File: src/mppg_pkg.sv
// Shared constants and types of the multichannel phased PWM generator.
package mppg_pkg;

	// Default geometry.
	localparam int CHANNELS_DEF      = 16;
	localparam int COUNTER_STEPS_DEF = 4096;

	// Fixed field widths.
	localparam int ACTION_W   = 2;
	localparam int CHAN_W     = 4;
	localparam int COUNT_W    = 13;
	localparam int LEVELS_W   = 16;
	localparam int PRESCALE_W = 8;
	localparam int DISLVL_W   = 2;
	localparam int CFG_IDX_W  = 2;
	localparam int CFG_DATA_W = 8;

	// Actions carried by an input word.
	localparam logic [ACTION_W-1:0] ACT_TICK      = 2'd0;
	localparam logic [ACTION_W-1:0] ACT_WRITE     = 2'd1;
	localparam logic [ACTION_W-1:0] ACT_READ      = 2'd2;
	localparam logic [ACTION_W-1:0] ACT_WRITE_ALL = 2'd3;

	// Configuration register indexes.
	localparam logic [CFG_IDX_W-1:0] REG_PRESCALE = 2'd0;
	localparam logic [CFG_IDX_W-1:0] REG_INVERT   = 2'd1;
	localparam logic [CFG_IDX_W-1:0] REG_DISLEVEL = 2'd2;

	// Disabled output levels.
	localparam logic [DISLVL_W-1:0] DIS_LOW  = 2'd0;
	localparam logic [DISLVL_W-1:0] DIS_HIGH = 2'd1;

	// Reset values and limits.
	localparam logic [PRESCALE_W-1:0] PRESCALE_RESET = 8'd30;
	localparam logic [PRESCALE_W-1:0] PRESCALE_FLOOR = 8'd3;
	localparam logic [COUNT_W-1:0]    RISE_RESET     = 13'd0;
	localparam logic [COUNT_W-1:0]    FALL_RESET     = 13'd4096;

	// One input word as held in the first stage.
	typedef struct packed {
		logic [ACTION_W-1:0] action;
		logic [CHAN_W-1:0]   channel;
		logic [COUNT_W-1:0]  on_count;
		logic [COUNT_W-1:0]  off_count;
		logic                output_enable;
	} item_t;

endpackage

File: src/mppg_level.sv
// Level of one PWM channel from its rise and fall counts and the phase counter.
module mppg_level #(
	parameter int COUNTER_STEPS = mppg_pkg::COUNTER_STEPS_DEF,
	localparam int CNT_W = $clog2(COUNTER_STEPS)
) (
	input  logic [CNT_W-1:0]             phase,
	input  logic [mppg_pkg::COUNT_W-1:0] on_count,
	input  logic [mppg_pkg::COUNT_W-1:0] off_count,
	output logic                         level
);
	import mppg_pkg::*;

	// Compare width covers both the counts and the counter range.
	localparam int CMP_W = ((COUNT_W > CNT_W) ? COUNT_W : CNT_W) + 1;
	localparam logic [CMP_W-1:0] STEPS = CMP_W'(COUNTER_STEPS);

	logic [CMP_W-1:0] on_x;
	logic [CMP_W-1:0] off_x;
	logic [CMP_W-1:0] n_x;
	logic             full_on;
	logic             full_off;
	logic             in_window;

	assign on_x  = CMP_W'(on_count);
	assign off_x = CMP_W'(off_count);
	assign n_x   = CMP_W'(phase);

	assign full_on  = (on_x >= STEPS);
	assign full_off = (off_x >= STEPS);

	// Circular window from the rise count up to, but not including, the fall count.
	always_comb begin
		if (on_x < off_x) begin
			in_window = (n_x >= on_x) && (n_x < off_x);
		end else if (on_x > off_x) begin
			in_window = (n_x >= on_x) || (n_x < off_x);
		end else begin
			in_window = 1'b0;
		end
	end

	// Full on wins over full off.
	assign level = full_on || (!full_off && in_window);

endmodule

File: src/multichannel_phased_pwm_generator_unit.sv
// Top level of the multichannel phased PWM generator.
//
// Port group   Handshake                  Contents
// item         item_valid / item_stall    action, channel, on_count, off_count, output_enable
// result       result_valid / result_stall pwm_levels, outputs_driven, read_on_count, read_off_count
// cfg          cfg_valid / cfg_ready      cfg_index, cfg_data (always ready)
//
// One word is accepted every clock unless item_stall is high; it passes the input
// register and then the result register, where it is held until it is taken.
// The rate is set by the two-stage pipeline: an input register, then the state
// update and all channel comparisons in parallel feeding the result register.
// Reset restores the configuration registers, the counter, the divider and both count tables.
// A stalled result holds the pipeline; a new word is still taken while only
// the result register is full.
module multichannel_phased_pwm_generator_unit #(
	parameter int CHANNELS      = mppg_pkg::CHANNELS_DEF,
	parameter int COUNTER_STEPS = mppg_pkg::COUNTER_STEPS_DEF
) (
	input  logic                            clk,
	input  logic                            arst_n,
	input  logic                            item_valid,
	output logic                            item_stall,
	input  logic [mppg_pkg::ACTION_W-1:0]   action,
	input  logic [mppg_pkg::CHAN_W-1:0]     channel,
	input  logic [mppg_pkg::COUNT_W-1:0]    on_count,
	input  logic [mppg_pkg::COUNT_W-1:0]    off_count,
	input  logic                            output_enable,
	output logic                            result_valid,
	input  logic                            result_stall,
	output logic [mppg_pkg::LEVELS_W-1:0]   pwm_levels,
	output logic                            outputs_driven,
	output logic [mppg_pkg::COUNT_W-1:0]    read_on_count,
	output logic [mppg_pkg::COUNT_W-1:0]    read_off_count,
	input  logic                            cfg_valid,
	output logic                            cfg_ready,
	input  logic [mppg_pkg::CFG_IDX_W-1:0]  cfg_index,
	input  logic [mppg_pkg::CFG_DATA_W-1:0] cfg_data
);
	import mppg_pkg::*;

	localparam int CNT_W = $clog2(COUNTER_STEPS);
	localparam logic [CNT_W-1:0] PHASE_LAST = CNT_W'(COUNTER_STEPS - 1);

	// Configuration registers.
	logic [PRESCALE_W-1:0] prescale_q;
	logic                  invert_q;
	logic [DISLVL_W-1:0]   dislevel_q;

	// Block state.
	logic [CNT_W-1:0]      phase_q;
	logic [CNT_W-1:0]      phase_d;
	logic [PRESCALE_W-1:0] div_q;
	logic [PRESCALE_W-1:0] div_d;
	logic [PRESCALE_W-1:0] ps_eff;
	logic [COUNT_W-1:0]    rise_q [CHANNELS];
	logic [COUNT_W-1:0]    fall_q [CHANNELS];
	logic [COUNT_W-1:0]    rise_d [CHANNELS];
	logic [COUNT_W-1:0]    fall_d [CHANNELS];

	// Pipeline.
	logic                  valid_s1;
	item_t                 item_s1;
	logic                  result_take;
	logic                  item_fire;
	logic                  s1_fire;
	logic [CHANNELS-1:0]   lane_level;
	logic [LEVELS_W-1:0]   levels_raw;
	logic [LEVELS_W-1:0]   levels_out;
	logic                  driven_out;
	logic [COUNT_W-1:0]    rd_on;
	logic [COUNT_W-1:0]    rd_off;

	// Handshake.
	assign result_take = !result_valid || !result_stall;
	assign item_stall  = valid_s1 && !result_take;
	assign item_fire   = item_valid && !item_stall;
	assign s1_fire     = valid_s1 && result_take;
	assign cfg_ready   = 1'b1;

	// Configuration writes; an index beyond the list is ignored.
	always_ff @(posedge clk or negedge arst_n) begin
		if (!arst_n) begin
			prescale_q <= PRESCALE_RESET;
			invert_q   <= 1'b0;
			dislevel_q <= DIS_LOW;
		end else if (cfg_valid && cfg_ready) begin
			unique case (cfg_index)
				REG_PRESCALE: prescale_q <= cfg_data;
				REG_INVERT:   invert_q   <= cfg_data[0];
				REG_DISLEVEL: dislevel_q <= cfg_data[DISLVL_W-1:0];
				default:      ;
			endcase
		end
	end

	// Input register.
	always_ff @(posedge clk or negedge arst_n) begin
		if (!arst_n) begin
			valid_s1 <= 1'b0;
		end else if (!item_stall) begin
			valid_s1 <= item_valid;
		end
	end

	always_ff @(posedge clk) begin
		if (item_fire) begin
			item_s1.action        <= action;
			item_s1.channel       <= channel;
			item_s1.on_count      <= on_count;
			item_s1.off_count     <= off_count;
			item_s1.output_enable <= output_enable;
		end
	end

	// Divider and phase counter advance on a tick.
	assign ps_eff = (prescale_q < PRESCALE_FLOOR) ? PRESCALE_FLOOR : prescale_q;

	always_comb begin
		phase_d = phase_q;
		div_d   = div_q;
		if (item_s1.action == ACT_TICK) begin
			if (div_q >= ps_eff) begin
				div_d   = '0;
				phase_d = (phase_q == PHASE_LAST) ? '0 : phase_q + 1'b1;
			end else begin
				div_d = div_q + 1'b1;
			end
		end
	end

	// Count tables after the word: one channel or all channels written.
	always_comb begin
		for (int c = 0; c < CHANNELS; c++) begin
			rise_d[c] = rise_q[c];
			fall_d[c] = fall_q[c];
			if ((item_s1.action == ACT_WRITE_ALL) ||
			    ((item_s1.action == ACT_WRITE) && (int'(item_s1.channel) == c))) begin
				rise_d[c] = item_s1.on_count;
				fall_d[c] = item_s1.off_count;
			end
		end
	end

	// Read-back of one channel; zero when not a read or out of range.
	always_comb begin
		rd_on  = '0;
		rd_off = '0;
		for (int c = 0; c < CHANNELS; c++) begin
			if ((item_s1.action == ACT_READ) && (int'(item_s1.channel) == c)) begin
				rd_on  = rise_q[c];
				rd_off = fall_q[c];
			end
		end
	end

	// State registers, updated as the word leaves the first stage.
	always_ff @(posedge clk or negedge arst_n) begin
		if (!arst_n) begin
			phase_q <= '0;
			div_q   <= '0;
			for (int c = 0; c < CHANNELS; c++) begin
				rise_q[c] <= RISE_RESET;
				fall_q[c] <= FALL_RESET;
			end
		end else if (s1_fire) begin
			phase_q <= phase_d;
			div_q   <= div_d;
			for (int c = 0; c < CHANNELS; c++) begin
				rise_q[c] <= rise_d[c];
				fall_q[c] <= fall_d[c];
			end
		end
	end

	// One comparator per channel on the updated state.
	for (genvar g = 0; g < CHANNELS; g++) begin : g_lane
		mppg_level #(
			.COUNTER_STEPS(COUNTER_STEPS)
		) u_level (
			.phase    (phase_d),
			.on_count (rise_d[g]),
			.off_count(fall_d[g]),
			.level    (lane_level[g])
		);
	end

	// Only the first sixteen channels reach the output word.
	for (genvar b = 0; b < LEVELS_W; b++) begin : g_bit
		if (b < CHANNELS) begin : g_used
			assign levels_raw[b] = lane_level[b];
		end else begin : g_unused
			assign levels_raw[b] = 1'b0;
		end
	end

	// Inversion first, then the disabled level.
	always_comb begin
		levels_out = invert_q ? ~levels_raw : levels_raw;
		driven_out = 1'b1;
		if (!item_s1.output_enable) begin
			if (dislevel_q == DIS_LOW) begin
				levels_out = '0;
			end else if (dislevel_q == DIS_HIGH) begin
				levels_out = '1;
			end else begin
				levels_out = '0;
				driven_out = 1'b0;
			end
		end
	end

	// Result register.
	always_ff @(posedge clk or negedge arst_n) begin
		if (!arst_n) begin
			result_valid <= 1'b0;
		end else if (result_take) begin
			result_valid <= valid_s1;
		end
	end

	always_ff @(posedge clk) begin
		if (s1_fire) begin
			pwm_levels     <= levels_out;
			outputs_driven <= driven_out;
			read_on_count  <= rd_on;
			read_off_count <= rd_off;
		end
	end

	// The phase counter stays within its range.
	a_phase_range: assert property (@(posedge clk) disable iff (!arst_n)
		CNT_W'(COUNTER_STEPS - 1) >= phase_q)
		else $error("phase counter out of range");

	// A divider that has reached the prescale restarts on the next tick.
	a_div_restart: assert property (@(posedge clk) disable iff (!arst_n)
		(s1_fire && item_s1.action == ACT_TICK && div_q >= ps_eff) |=> (div_q == '0))
		else $error("divider did not restart");

	// A word that is not a tick leaves the counter alone.
	a_phase_hold: assert property (@(posedge clk) disable iff (!arst_n)
		(s1_fire && item_s1.action != ACT_TICK) |=> $stable(phase_q))
		else $error("phase counter moved without a tick");

	// High impedance outputs carry no levels.
	a_hiz_zero: assert property (@(posedge clk) disable iff (!arst_n)
		(result_valid && !outputs_driven) |-> (pwm_levels == '0))
		else $error("levels present while undriven");

	// The input side stalls only with a full first stage.
	a_stall_cause: assert property (@(posedge clk) disable iff (!arst_n)
		item_stall |-> (valid_s1 && result_valid && result_stall))
		else $error("input stalled without cause");

endmodule

File: config.mk
export PLATFORM = sky130hd
export DESIGN_NAME = multichannel_phased_pwm_generator_unit
export DESIGN_NICKNAME = d
export VERILOG_FILES = /design/src/mppg_pkg.sv /design/src/mppg_level.sv /design/src/multichannel_phased_pwm_generator_unit.sv
export SDC_FILE = /design/constraint.sdc
export NUM_CORES = 2
export LEC_CHECK = 0
export ABC_CLOCK_PERIOD_IN_PS = 17100
export BUFFER_PORTS_ARGS = -buffer_cell sky130_fd_sc_hd__buf_4
export CAP_MARGIN = 20
export CELL_PAD_IN_SITES_DETAIL_PLACEMENT = 2
export CELL_PAD_IN_SITES_GLOBAL_PLACEMENT = 2
export CORE_MARGIN = 1.5
export CORE_UTILIZATION = 30
export CTS_BUF_LIST = sky130_fd_sc_hd__clkbuf_4
export CTS_CLUSTER_DIAMETER = 200
export DETAILED_ROUTE_END_ITERATION = 7
export GPL_TIMING_DRIVEN = 0
export PLACE_DENSITY = 0.58
export SYNTH_ARGS = -nofsm -noshare
export SYNTH_HDL_FRONTEND = slang
export SYNTH_SLANG_ARGS = --single-unit
File: constraint.sdc
create_clock -name clk -period 17.1 [get_ports clk]
set_input_delay 3.42 -clock clk [delete_from_list [all_inputs] [get_ports clk]]
set_output_delay 3.42 -clock clk [all_outputs]
set_load 0.02 [all_outputs]
==> impl_results.md <==
* Outcome: finished clean
* Most common cell in the synthesized netlist: nand2_1
* Die footprint at 137,100 um2
* FMAX at 0.1335 GHz
* Detailed router's first-iteration violation count at 4,089
* Router iterations before antenna repair at 7
* Final ANT Viol Nets at 0
* Die width at between 300 and 400 um
* H-tree lvl count at 4
* CTS Buf Count at 175
* WS Path Type: flop to flop
* Routed len/inst at 36.88 um
* Ys async rst share at 85.52%
* Worst Path Required at 18.06 ns
* Root Buffer: clkbuf_4
* Worst skew pair latency at between 1 and 1.5 ns
* Initial antenna violation count at 28
* Vias in the first global route at 41,000
* Total power at 6284 uW
* Worst min path class: flop to flop
* TNS Setup at 0 ns
* Place WS at 9.840 ns
* Final nets at 5,331
* Global-route wire length before repair at 335,300 um
* Critical-path top delay cell: buf_1
* Post-Route WL at roughly 250,000 um
* RSZ-0062 raised after global routing: no
* CP startpoint: item_s1[32]
* Cell Pwr Density at ~130 nW/um2
* Area leader, netlist: dfrtp_1
* Final Max Tran Viols at 0
* Hold_ws at 0.4866 ns
* Clock slew seen by the registers of the worst setup and hold paths at 0.06 ns
* RR Endpoint: pwm_levels[12]
* Top cells by count, synth: 625 x nand2_1, 579 x o21ai_0, 550 x ha_1
* Ports at 94
* Ys flop type: dfrtp_1
* Maximum vdd ir drop at 0.06714 mV
* Total clock sinks at roughly 530
* # Post-CTS Setup Buffers at 0
* Gpl congestion at 0.9950
* Critical path depth in cells at 17
* Overall Global Routing Usage at 35.50%
* Worst Setup Start Kind: flop
* Yosys top cell area share at about a quarter
* CP peak stage delay at 0.72 ns
* Tightest Pin Transition at about 1.3 ns
* Worst Path Buf+Inv at 5
* Die Y-Extent at between 300 and 400 um
* PortBufs at 92
* Syn-to-layout area delta at 16.61%
* Reg2reg start: item_s1[32]
* Final hold viol count at 0
* Final setup vio count at 0
* Post-synth EDFFs at 76
* Max FO, Critical Path at 10
* Syn_nets at roughly 5,000
* Max transition margin at 13.07%
* Largest net degree at the start of global routing at 104
* Max Root-Sink Buffers at 3
* DRC violations left at 0
* Post-layout min period at around 7.5 ns
* Pleak at 0.02356 uW
* Reg-to-reg slack, setup at 9.61 ns
* Setup ws final at 9.609 ns
* Cell variety after synth at 93
* CTS tree: yes
* Mean Syn Cell Area at about 9 um2
* Worst path top cell family by delay: buffers and inverters
* Critical path's most frequent cell: clkbuf_1
* Synthesized flop and latch total at 525
* CP Capture Type: flop
* Core ar. at 133,600 um2
* Sequential fraction of the synthesis area at between 30% and 40%
* Worst Setup EP: pwm_levels[12]
* CP Cell Sequence: clkbuf_1, clkbuf_1, clkbuf_1, o21ai_0, buf_1, clkbuf_1, mux2i_1, ha_1, a211o_1, o311ai_0, o21bai_1, maj3_1, a211o_1, nand4_1, nand4_1, xnor2_1, o21ai_0
* Clock Skews at 0.09696 ns
* Post-detail-place hpwl at 189,200 um
* Depth of the most critical reg-to-reg path at 17
* Final period util at 43.81%
* Largest cells by area after synthesis: dfrtp_1 27%, ha_1 17%, mux2i_1 11%
* Arrival time worst endpoint at 8.45 ns
* Via-to-Cell Ratio at 5.982
* Post-Syn Area at 40,480 um2
* Vias after detailed routing at 39,840
* Overflow left after global routing at 0
* Cts hold-fix bufs at 0
* Max cap viols at 0
* Fraction of layout cells with a size suffix above 1 at 13.07%
* Ys Warns at 0
* Row count at roughly 130
* Initial core utilization at 30.29%
* CTS resizes at 0
* Cells after synthesis at 4,396
[metrics by stage]
step | cell area [um2] | instances | utilization [%]
after floorplan | 40480 | 4396 | -
after global placement | 43380 | 6256 | 32.46
after detailed placement | 44710 | 6318 | 33.46
after CTS | 47090 | 6636 | 35.24
after global routing | 47180 | 6654 | 35.31
final | 47200 | 6660 | 35.32
[final cells by class]
cell class | count | area (um2)
Fill cell | 14900 | 86430
Timing Repair Buffer | 160 | 1896
Sequential cell | 525 | 13540
Clock inverter | 35 | 261.5
Tap cell | 1768 | 2212
Inverter | 257 | 964.7
Clock buffer | 283 | 2125
Antenna cell | 18 | 45.04
Buffer | 227 | 908.4
Multi-Input combinational cell | 3387 | 25240
[layer usage]
layer  part of all wire, %  global-route usage [%]  wire length (um)  vias to the layer above
li1                      -                       -                 -                    16930
met1                    44                   47.87            108400                    20860
met2                    43                   53.91            105900                     1574
met3                   6.8                   6.390             16730                      464
met4                   5.9                   18.49             14520                        8
met5                 0.024                       0                58                        -
[how the worst min path moves through the flow]
stage / startpoint / end / slack [ns] / cells after the start
final: rise_q[26] / rise_q[26] / 0.49 / 2
after global routing: rise_q[26] / rise_q[26] / 0.51 / 2
after CTS: rise_q[26] / rise_q[26] / 0.48 / 2
after detailed placement: rise_q[26] / rise_q[26] / 0.47 / 2
after global placement: rise_q[26] / rise_q[26] / 0.46 / 2
after floorplan: rise_q[26] / rise_q[26] / 0.45 / 2
[flip-flops by register name, summed over array words and instances, names as in the netlist]
register / cells
div_q: 8
outputs_driven: 1
valid_s1: 1
phase_q: 12
read_off_count: 13
item_s1: 33
result_valid: 1
fall_q: 208
dislevel_q: 2
invert_q: 1
rise_q: 208
prescale_q: 8
read_on_count: 13
pwm_levels: 16
[power breakdown]
part / total, uW / switching [uW] / internal, uW
Sequential: 2020 / 434 / 1590
Clock: 1500 / 713 / 792
Combinational: 2760 / 1780 / 981
[cells in the final DEF, fill, tap and decap left out, types with 24 or more instances in the layout]
master	netlist	final
a21o_1	65	65
nor2b_1	45	45
a31oi_1	36	36
nand4_1	52	52
ha_1	550	550
o21ai_0	579	576
dfrtp_1	429	429
nor2_1	145	144
o211ai_1	32	32
mux2i_1	434	434
mux4_2	35	35
nand3_1	39	39
nor3_1	46	45
clkbuf_1	201	176
edfxtp_1	76	76
o21a_1	53	53
clkbuf_4	0	284
buf_4	1	100
clkbuf_2	0	24
a211oi_1	36	36
inv_1	254	253
nand2b_1	27	27
a21oi_1	164	163
mux2_2	41	41
nand2_1	625	623
[cell families (layout without fill, tap and decap cells)]
logic type | Yosys count | count (layout) | synth area share (%)
AO/OA/AOI/OAI | 1204 | 1204 | 18.23
AND/OR/NAND/NOR | 1087 | 1087 | 12.13
adder cells (fa/ha/maj) | 562 | 562 | 17.30
flip-flops | 525 | 525 | 33.46
multiplexers | 510 | 510 | 13.82
buffers and inverters | 484 | 962 | 4.544
XOR/XNOR | 23 | 23 | 0.4977
other | 1 | 19 | 0.009265
[worst min-delay path: stages, from the launching register on]
cell	delay, ns
dfrtp_1	0.34
nand2_1	0.05
o21ai_0	0.06
Power figures use the tool's default switching activity.
